`config.mk`:
```
export PLATFORM = sky130hd
export DESIGN_NAME = adpcm_b_decoder_mixer_top
export DESIGN_NICKNAME = d
export VERILOG_FILES = /design/src/hdl/abdm_pkg.sv /design/src/hdl/abdm_sequencer.sv /design/src/hdl/abdm_datapath.sv /design/src/hdl/adpcm_b_decoder_mixer_top.sv
export SDC_FILE = /design/constraint.sdc
export NUM_CORES = 1
export LEC_CHECK = 0
export BUFFER_PORTS_ARGS = -buffer_cell sky130_fd_sc_hd__buf_2
export CORE_AREA = 2 2 194 196
export CTS_CLUSTER_DIAMETER = 150
export DETAILED_ROUTE_END_ITERATION = 16
export DIE_AREA = 0 0 196 198
export GPL_TIMING_DRIVEN = 0
export PLACE_DENSITY = 0.83
export SLEW_MARGIN = 40
export SYNTH_ARGS = -nofsm -noshare
export SYNTH_HDL_FRONTEND = slang
export SYNTH_HIERARCHICAL = 1
export SYNTH_SLANG_ARGS = --single-unit
```
`constraint.sdc`:
```
create_clock -name clk_i -period 18.4 [get_ports clk_i]
set_input_delay 1.84 -clock clk_i [delete_from_list [all_inputs] [get_ports clk_i]]
set_output_delay 1.84 -clock clk_i [all_outputs]
set_load 0.05 [all_outputs]
```
`src/hdl/abdm_pkg.sv`:
```
// Package of the ADPCM-B decoder and mixer: microcode types, control and status
// structs, decoder constants and saturation helpers. Depends on nothing.
package abdm_pkg;

  localparam int unsigned PcW = 3;

  localparam logic [14:0] StepMin     = 15'd127;
  localparam logic [14:0] StepMax     = 15'd24576;
  localparam logic [15:0] VolumeReset = 16'd256;

  typedef enum logic [2:0] {
    OP_NOP,
    OP_LOAD,
    OP_DELTA,
    OP_UPDATE,
    OP_SCALE,
    OP_MIX
  } abdm_op_e;

  typedef enum logic [1:0] {
    STALL_NONE,
    STALL_IN,
    STALL_OUT
  } abdm_stall_e;

  typedef enum logic [1:0] {
    BR_NEXT,
    BR_LOOP,
    BR_JUMP
  } abdm_br_e;

  typedef struct packed {
    abdm_op_e         op;
    abdm_stall_e      stall;
    abdm_br_e         br;
    logic [PcW-1:0]   target;
  } abdm_uword_t;

  typedef struct packed {
    abdm_op_e op;
    logic     exec;
    logic     in_ready;
  } abdm_ctrl_t;

  typedef struct packed {
    logic in_valid;
    logic out_busy;
    logic nib_lo;
  } abdm_stat_t;

  // Step size rescale factors in 1/64 units, indexed by nibble magnitude.
  function automatic logic [7:0] step_mult(input logic [2:0] mag);
    logic [7:0] m;
    case (mag)
      3'd4:    m = 8'd77;
      3'd5:    m = 8'd102;
      3'd6:    m = 8'd128;
      3'd7:    m = 8'd153;
      default: m = 8'd57;
    endcase
    return m;
  endfunction

  function automatic logic [15:0] sat16(input logic signed [25:0] v);
    logic [15:0] r;
    if (v > 26'sd32767) begin
      r = 16'h7fff;
    end else if (v < -26'sd32768) begin
      r = 16'h8000;
    end else begin
      r = v[15:0];
    end
    return r;
  endfunction

endpackage

```
`src/hdl/abdm_sequencer.sv`:
```
// Microcode sequencer of the ADPCM-B decoder and mixer: step counter, program
// ROM and stall/branch logic. Depends on abdm_pkg.
module abdm_sequencer (
  input  logic                   clk_i,
  input  logic                   rst_ni,
  input  abdm_pkg::abdm_stat_t   stat_i,
  output abdm_pkg::abdm_ctrl_t   ctrl_o
);

  logic [abdm_pkg::PcW-1:0] pc_q, pc_d;
  abdm_pkg::abdm_uword_t    uw;
  logic                     stall;

  // Program: wait for a byte, then per nibble compute delta and new step,
  // update the predictor, apply volume and mix. The mix step loops back once.
  always_comb begin
    case (pc_q)
      3'd0:    uw = '{abdm_pkg::OP_LOAD,   abdm_pkg::STALL_IN,   abdm_pkg::BR_NEXT, 3'd0};
      3'd1:    uw = '{abdm_pkg::OP_DELTA,  abdm_pkg::STALL_NONE, abdm_pkg::BR_NEXT, 3'd0};
      3'd2:    uw = '{abdm_pkg::OP_UPDATE, abdm_pkg::STALL_NONE, abdm_pkg::BR_NEXT, 3'd0};
      3'd3:    uw = '{abdm_pkg::OP_SCALE,  abdm_pkg::STALL_NONE, abdm_pkg::BR_NEXT, 3'd0};
      3'd4:    uw = '{abdm_pkg::OP_MIX,    abdm_pkg::STALL_OUT,  abdm_pkg::BR_LOOP, 3'd1};
      default: uw = '{abdm_pkg::OP_NOP,    abdm_pkg::STALL_NONE, abdm_pkg::BR_JUMP, 3'd0};
    endcase
  end

  always_comb begin
    stall = ((uw.stall == abdm_pkg::STALL_IN) && !stat_i.in_valid) ||
            ((uw.stall == abdm_pkg::STALL_OUT) && stat_i.out_busy);
    pc_d = pc_q;
    if (!stall) begin
      case (uw.br)
        abdm_pkg::BR_LOOP: pc_d = stat_i.nib_lo ? '0 : uw.target;
        abdm_pkg::BR_JUMP: pc_d = uw.target;
        default:           pc_d = pc_q + 1'b1;
      endcase
    end
  end

  always_ff @(posedge clk_i or negedge rst_ni) begin
    if (!rst_ni) begin
      pc_q <= '0;
    end else begin
      pc_q <= pc_d;
    end
  end

  assign ctrl_o.op       = uw.op;
  assign ctrl_o.exec     = !stall;
  assign ctrl_o.in_ready = (uw.stall == abdm_pkg::STALL_IN);

endmodule

```
`src/hdl/abdm_datapath.sv`:
```
// Datapath of the ADPCM-B decoder and mixer: predictor, step size, volume,
// the shared multipliers and the output register. Depends on abdm_pkg.
module abdm_datapath (
  input  logic                   clk_i,
  input  logic                   rst_ni,
  input  abdm_pkg::abdm_ctrl_t   ctrl_i,
  output abdm_pkg::abdm_stat_t   stat_o,
  input  logic                   in_valid_i,
  input  logic [7:0]             data_byte_i,
  input  logic signed [15:0]     mix_first_i,
  input  logic signed [15:0]     mix_second_i,
  input  logic                   restart_i,
  input  logic                   cfg_valid_i,
  input  logic [15:0]            cfg_volume_i,
  output logic                   out_valid_o,
  input  logic                   out_ready_i,
  output logic signed [15:0]     mixed_sample_o,
  output logic                   last_o
);

  logic [7:0]         byte_q;
  logic signed [15:0] mix0_q, mix1_q;
  logic signed [15:0] pred_q;
  logic [14:0]        step_q;
  logic [15:0]        volume_q;
  logic [15:0]        delta_q;
  logic [15:0]        nstep_q;
  logic signed [32:0] prod_q;
  logic               nib_lo_q;
  logic               out_valid_q;
  logic [15:0]        out_sample_q;
  logic               out_last_q;

  logic [3:0]         nib;
  logic [18:0]        dprod;
  logic [22:0]        sprod;
  logic signed [17:0] upd_sum;
  logic [14:0]        step_clamped;
  logic signed [32:0] vprod;
  logic signed [24:0] scaled;
  logic signed [15:0] mix_sel;
  logic signed [25:0] mix_sum;
  logic               do_op;

  assign nib = nib_lo_q ? byte_q[3:0] : byte_q[7:4];

  // Delta is (2*mag+1)*step/8; the new step is step*mult/64 before clamping.
  assign dprod = 19'({nib[2:0], 1'b1}) * 19'(step_q);
  assign sprod = 23'(abdm_pkg::step_mult(nib[2:0])) * 23'(step_q);

  assign upd_sum = nib[3] ? ({{2{pred_q[15]}}, pred_q} - $signed({2'b00, delta_q}))
                          : ({{2{pred_q[15]}}, pred_q} + $signed({2'b00, delta_q}));

  always_comb begin
    if (nstep_q < 16'(abdm_pkg::StepMin)) begin
      step_clamped = abdm_pkg::StepMin;
    end else if (nstep_q > 16'(abdm_pkg::StepMax)) begin
      step_clamped = abdm_pkg::StepMax;
    end else begin
      step_clamped = nstep_q[14:0];
    end
  end

  assign vprod   = $signed(pred_q) * $signed({1'b0, volume_q});
  // Arithmetic shift of the product floors toward minus infinity.
  assign scaled  = prod_q[32:8];
  assign mix_sel = nib_lo_q ? mix1_q : mix0_q;
  assign mix_sum = 26'(mix_sel) + 26'(scaled);

  assign do_op = ctrl_i.exec;

  always_ff @(posedge clk_i or negedge rst_ni) begin
    if (!rst_ni) begin
      pred_q      <= '0;
      step_q      <= abdm_pkg::StepMin;
      volume_q    <= abdm_pkg::VolumeReset;
      nib_lo_q    <= 1'b0;
      out_valid_q <= 1'b0;
    end else begin
      if (cfg_valid_i) begin
        volume_q <= cfg_volume_i;
      end
      // A new result may be loaded in the cycle in which the waiting one is taken.
      if (do_op && (ctrl_i.op == abdm_pkg::OP_MIX)) begin
        out_valid_q <= 1'b1;
      end else if (out_valid_q && out_ready_i) begin
        out_valid_q <= 1'b0;
      end
      if (do_op) begin
        case (ctrl_i.op)
          abdm_pkg::OP_LOAD: begin
            nib_lo_q <= 1'b0;
            if (restart_i) begin
              pred_q <= '0;
              step_q <= abdm_pkg::StepMin;
            end
          end
          abdm_pkg::OP_UPDATE: begin
            pred_q <= abdm_pkg::sat16(26'(upd_sum));
            step_q <= step_clamped;
          end
          abdm_pkg::OP_MIX: begin
            nib_lo_q <= !nib_lo_q;
          end
          default: begin
          end
        endcase
      end
    end
  end

  // Payload registers.
  always_ff @(posedge clk_i) begin
    if (do_op) begin
      case (ctrl_i.op)
        abdm_pkg::OP_LOAD: begin
          byte_q <= data_byte_i;
          mix0_q <= mix_first_i;
          mix1_q <= mix_second_i;
        end
        abdm_pkg::OP_DELTA: begin
          delta_q <= dprod[18:3];
          nstep_q <= sprod[21:6];
        end
        abdm_pkg::OP_SCALE: begin
          prod_q <= vprod;
        end
        abdm_pkg::OP_MIX: begin
          out_sample_q <= abdm_pkg::sat16(mix_sum);
          out_last_q   <= nib_lo_q;
        end
        default: begin
        end
      endcase
    end
  end

  assign stat_o.in_valid = in_valid_i;
  assign stat_o.out_busy = out_valid_q && !out_ready_i;
  assign stat_o.nib_lo   = nib_lo_q;

  assign out_valid_o    = out_valid_q;
  assign mixed_sample_o = out_sample_q;
  assign last_o         = out_last_q;

endmodule

```
`src/hdl/adpcm_b_decoder_mixer_top.sv`:
```
// ADPCM-B decoder and mixer. Each accepted byte yields two mixed samples, the
// high nibble first and the second one flagged by last_o. Control is a five-step
// microprogram over one shared datapath: a load step takes the byte, then each
// nibble runs delta and step products, predictor and step update, volume product,
// mix and saturate, in that order; a stalled result holds the program at its mix
// step. The output register lets a result wait while work goes on.
// The volume register (Q8, reset 256) is written through the cfg channel, which
// is always ready and should only be used while the block is idle.
// Depends on abdm_pkg, abdm_sequencer and abdm_datapath.
module adpcm_b_decoder_mixer_top (
  input  logic               clk_i,
  input  logic               rst_ni,
  input  logic               cfg_valid_i,
  output logic               cfg_ready_o,
  input  logic [15:0]        cfg_volume_i,
  input  logic               in_valid_i,
  output logic               in_ready_o,
  input  logic [7:0]         data_byte_i,
  input  logic signed [15:0] mix_first_i,
  input  logic signed [15:0] mix_second_i,
  input  logic               restart_i,
  output logic               out_valid_o,
  input  logic               out_ready_i,
  output logic signed [15:0] mixed_sample_o,
  output logic               last_o
);

  abdm_pkg::abdm_ctrl_t ctrl;
  abdm_pkg::abdm_stat_t stat;

  abdm_sequencer u_seq (
    .clk_i  (clk_i),
    .rst_ni (rst_ni),
    .stat_i (stat),
    .ctrl_o (ctrl)
  );

  abdm_datapath u_dp (
    .clk_i          (clk_i),
    .rst_ni         (rst_ni),
    .ctrl_i         (ctrl),
    .stat_o         (stat),
    .in_valid_i     (in_valid_i),
    .data_byte_i    (data_byte_i),
    .mix_first_i    (mix_first_i),
    .mix_second_i   (mix_second_i),
    .restart_i      (restart_i),
    .cfg_valid_i    (cfg_valid_i),
    .cfg_volume_i   (cfg_volume_i),
    .out_valid_o    (out_valid_o),
    .out_ready_i    (out_ready_i),
    .mixed_sample_o (mixed_sample_o),
    .last_o         (last_o)
  );

  assign in_ready_o  = ctrl.in_ready;
  assign cfg_ready_o = 1'b1;

endmodule

```
Yosys cells after proc, flatten, opt, wreduce, memory -nomap -nowiden
Index checks and enable logic that the tools add are counted.

word-level totals
  input bits = 62
  output and inout port bits = 20
  bits in registers = 174

cells by class
  eq/ne operators = 18
  $add $sub $neg = 4
  $lt $le $gt $ge = 6
  mux-type cells = 19
  bitwise logic cells = 1
  reductions and logical operators = 20
  $mul = 3

operator list
  cell                    count
  $mux W16                5
  $pmux W10 S5            1
  $mux W15                3
  $mul A16 B17 Y33        1
  $pmux W16 S2            1
  $pmux W8 S4             1
  $pmux W15 S2            1
  $add A16 B25 Y26        1
  $gt A26 B16 Y1 const B  1
  $lt A26 B16 Y1 const B  1
  $mul A8 B15 Y22         1
  $eq A3 B3 Y1 const B    7
  $mul A4 B15 Y19         1
  $add A16 B17 Y18        1
  $gt A18 B16 Y1 const B  1
  $lt A18 B16 Y1 const B  1
  $mux W18                1
  $sub A16 B17 Y18        1
  $gt A16 B15 Y1 const B  1
  $lt A16 B7 Y1 const B   1
  $eq A3 B2 Y1 const B    4
  $reduce_and A2 Y1       5
  $eq A3 B1 Y1 const B    2
  $pmux W3 S2             1
  other kinds (15)        27

Logic depth before layout (Yosys ltp)
  depth after elaboration = 8
  mapped depth = 24

By module
The synthesis kept the hierarchy.

by module, submodules not included
  module                     instances  area an instance (sq um)  cells each
  abdm_datapath              1          21570.7                   2237
  abdm_sequencer             1          270.3                     27
  adpcm_b_decoder_mixer_top  1          11.3                      2

Worst setup path before layout
No wires, ideal clock.

  path type = register -> register
  from = register u_dp.pred_q[1]
  to = register u_dp.prod_q[16] (data pin)
  slack = 12.303 ns
  path buffers = 2
  period minus slack after synthesis = 6.097 ns
  arrival = 5.842 ns
  cell stages (with the launch flop) = 23
  cell sequence = dfrtp_1 clkbuf_1 clkbuf_1 nand2_1 fa_1 fa_1 fa_1 fa_1 inv_1 fa_1 inv_1 fa_1 inv_1 ha_1 and4_1 a21oi_1 o21ai_0 a31oi_1 nor2_1 nor2_1 nor2b_1 or3_1 and2_1

between the ends
  word-level cells in the longest chain between the ends = 1

RTL lines
  element                 line                  text
  start, declared         abdm_datapath.sv:23   logic signed [15:0] pred_q;
  start signal, assigned  abdm_datapath.sv:99   pred_q <= abdm_pkg::sat16(26'(upd_sum));
  $mul A16 B17 Y33        abdm_datapath.sv:64   assign vprod = $signed(pred_q) * $signed({1'b0, volume_q});
  net u_dp.vprod[16]      abdm_datapath.sv:39   logic signed [32:0] vprod;
  end signal, assigned    abdm_datapath.sv:126  prod_q <= vprod;
  end, declared           abdm_datapath.sv:28   logic signed [32:0] prod_q;

The timed path passes the listed nets, and every way through them passes these cells.
A chain may end at the register's enable or synchronous reset.

Worst setup path after layout
  from = register u_dp.pred_q[8]
  to = register u_dp.prod_q[32] (data pin)

The elaborated chain is that of the path after synthesis.

==> flow_metrics.py <==
metrics = {
    "outcome": {
        "status": "complete, no violations",
    },
    "clock_network": {
        "hold_buffers": 0,
        "cts_resized": 0,
        "cts_inserted_buffers": 17,
        "clock-sinks": 166,
        "h-tree-depth": 4,
        "cts_tree": "built",
        "ctsLongestPathBuffers": 2,
        "cts_setup_buffers": 0,
        "clock_latency_ns": 0.47,
        "path_clk_slew_ns": 0.08,
        "clockRootBuffer": "clkbuf_16",
    },
    "drt": {
        "finalWirelength_mm": 52.18,
        "drc": 0,
        "drt_pass1_iterations": 6,
        "first_iter_violations": 1184,
        "vias_per_cell": 5.804,
        "ant_nets": 0,
        "dr_total_vias": 16599,
        "wire_per_inst_um": 18.25,
    },
    "sta": {
        "period_minus_slack_ns": 7.370,
        "tightest_slew_ns": 0.8166,
        "setup_tns_ns": 0,
        "rsz0062_at_grt": "no",
        "slew_headroom_pct": 44.00,
        "worst_slack_ns": 11.03,
        "fin_worst_skew_ns": 0.02202,
        "fmax_mhz": 135.7,
        "setup_viol": 0,
        "slew_viol_final": 0,
        "hold_viol_final": 0,
        "fin_crit_sh_pct": 40.05,
    },
    "logic_synthesis": {
        "synth.cell_area_um2": 21850,
        "ys_seq_area_share_pct": 21.67,
        "synth.distinct_cells": 84,
        "synth_seq_cells": 166,
        "synth_flop_cell": "edfxtp_1",
        "synth.most_common_cell": "inv_1",
        "synth.area.top_cells": "fa_1 (27%), edfxtp_1 (16%), ha_1 (13%)",
        "synth_nets": 2850,
        "synth_top_area_cell": "fa_1",
        "synth_top_area_share_pct": 27.21,
        "syn_inst": 2266,
        "synth_edf_count": 114,
        "async_reset_ff_share_pct": 31.33,
        "synth_common_cells": "inv_1 (405), fa_1 (297), nand2_1 (263)",
        "ys.warnings.count": 6,
        "avgSynthCellArea_um2": 9.644,
    },
    "global_routing": {
        "grt_max_degree": 53,
        "grt_usage_pct": 28.42,
        "grt_pass1_vias": 17443,
        "grt_pass1_wl_mm": 86.02,
        "grt_overflow": 0,
        "antenna_found_initial": 0,
    },
    "critical_path": {
        "cp_top_family": "adder cells",
        "cp.buffers_inverters": 7,
        "critPathCaptureType": "flop",
        "arrival_ns": 7.58,
        "crit_chain": "clkbuf_1 > clkbuf_1 > nand2_1 > fa_1 > inv_1 > fa_1 > inv_1 > fa_1 > inv_1 > fa_1 > fa_1 > inv_1 > fa_1 > inv_1 > ha_1 > and4_1 > a21oi_1 > o21ai_0 > a31oi_1 > o31ai_1 > nor2_1 > o21ai_1 > a21oi_1 > xnor2_1",
        "worst-path-max-fanout": 10,
        "max_stage_delay_ns": 0.64,
        "slowest_stage": "a31oi_1",
        "path_common_cell": "fa_1",
        "path_class": "reg2reg",
        "worst_setup_path_start_kind": "flop",
        "critical_path_required_ns": 18.61,
    },
    "finish": {
        "final_nets": 2957,
        "fillers": 2927,
        "instances_no_fill": 2860,
        "insertedDiodeCount": 0,
        "area_growth_pct": 7.661,
        "drive_gt1_share_pct": 8.550,
        "post-route-util_pct": 63.66,
    },
    "floorplanning": {
        "ios": 82,
        "initial_utilization_pct": 59.13,
        "die-height_um": 198,
        "rows": 71,
        "dieArea_um2": 38810,
        "fp.dieW_um": 196,
        "coreArea_um2": 36960,
    },
    "hold_path": {
        "min_path_type": "reg2reg",
    },
    "place": {
        "hpwlAfterDp_mm": 42.34,
        "dp_slack_ns": 11.11,
        "place.gp.congestion": 0.9299,
        "dp_cells": 2828,
        "io_buffers": 78,
    },
    "job": {
        "cap_violations": 0,
    },
}
## state kept, by name, indices dropped and copies added (netlist names)
register / cells
u_dp/volume_q: 16
u_dp/last_o: 1
u_dp/mixed_sample_o: 16
u_dp/mix0_q: 16
u_dp/delta_q: 16
u_dp/nstep_q: 16
u_dp/nib_lo_q: 1
u_dp/out_valid_o: 1
u_dp/step_q: 15
u_seq/pc_q: 3
u_dp/prod_q: 25
u_dp/mix1_q: 16
u_dp/pred_q: 16
u_dp/byte_q: 8
## final cells by class
class                   instances  area [µm²]  area share [%]
plain buffers                  75       312.8           1.330
clock buffers                  17       425.4           1.808
clock inverters                15       158.9          0.6754
inverters                     405        1520           6.462
multi-input cells            1620       15310           65.09
flip-flops and latches        166        4735           20.12
well taps                     474       593.1           2.521
repair buffers                 88       467.9           1.989
## per-layer routing
layer  vias up  wire length, µm  GRT usage (%)
met2       726            26440          50.01
met1      8164            19140          32.90
li1       7508                -              -
met4         0             3226          17.23
met5         -                0              0
met3       201             3381          4.377
## placed cells by master (no fill, tap or decap), types with 6 or more instances in the layout
cell,n
nor4_1,6
ha_1,225
clkbuf_1,63
o21ai_1,22
buf_2,84
fa_1,297
dfrtp_1,44
inv_1,405
o21ai_0,42
mux2_2,36
o211ai_1,6
a21o_1,29
nand4_1,7
a31oi_1,10
and2_1,155
a211oi_1,11
nor2b_1,13
clkbuf_16,17
edfxtp_1,114
nor3_1,24
a22o_1,7
o21a_1,13
buf_4,10
and3_1,15
dfstp_2,8
nand2_1,263
xor2_1,31
nor2_1,114
or2_2,7
o21bai_1,6
a21oi_1,81
nand2b_1,18
xnor2_1,65
a221o_1,13
nand3_1,28
## cell families (layout without fill, tap and decap cells)
family / Yosys count / after routing / synth area share [%]
DFF: 166 / 166 / 21.67
other: 1 / 1 / 0.01716
AOI/OAI and AO/OA: 286 / 286 / 8.824
adders and majority gates: 522 / 522 / 40.09
and+or+nand+nor: 673 / 673 / 14.94
buffers and inverters: 480 / 600 / 8.382
xor gates and xnor gates: 97 / 97 / 3.974
muxes: 41 / 41 / 2.107
## worst paths after layout
kind / startpoint / endpoint / slack, ns / depth (start not counted)
setup / recovery: u_dp/pred_q[8] / u_dp/prod_q[32] / 11.03 / 24
hold / removal: u_dp/nstep_q[7] / u_dp/step_q[7] / 0.55 / 1
setup reg to reg: u_dp/pred_q[8] / u_dp/prod_q[32] / 11.03 / 24
hold reg to reg: u_dp/nstep_q[7] / u_dp/step_q[7] / 0.55 / 1
max in group asynchronous: rst_ni / u_dp/volume_q[14] / 16.45 / 1
min in group asynchronous: rst_ni / u_dp/step_q[14] / 1.45 / 1
## through the flow
stage | instance area [µm²] | hold slack (ns)
finish | 23530 | 0.5519
global route | 23530 | 0.5771
CTS | 23520 | 0.5318
detailed placement | 22930 | 0.5150
global placement | 22840 | 0.5014
floorplan | 21850 | 0.4460
Power is left out: the tool's default activity adds up to more than one toggle a clock period on the data nets, which glitch-free logic cannot reach.
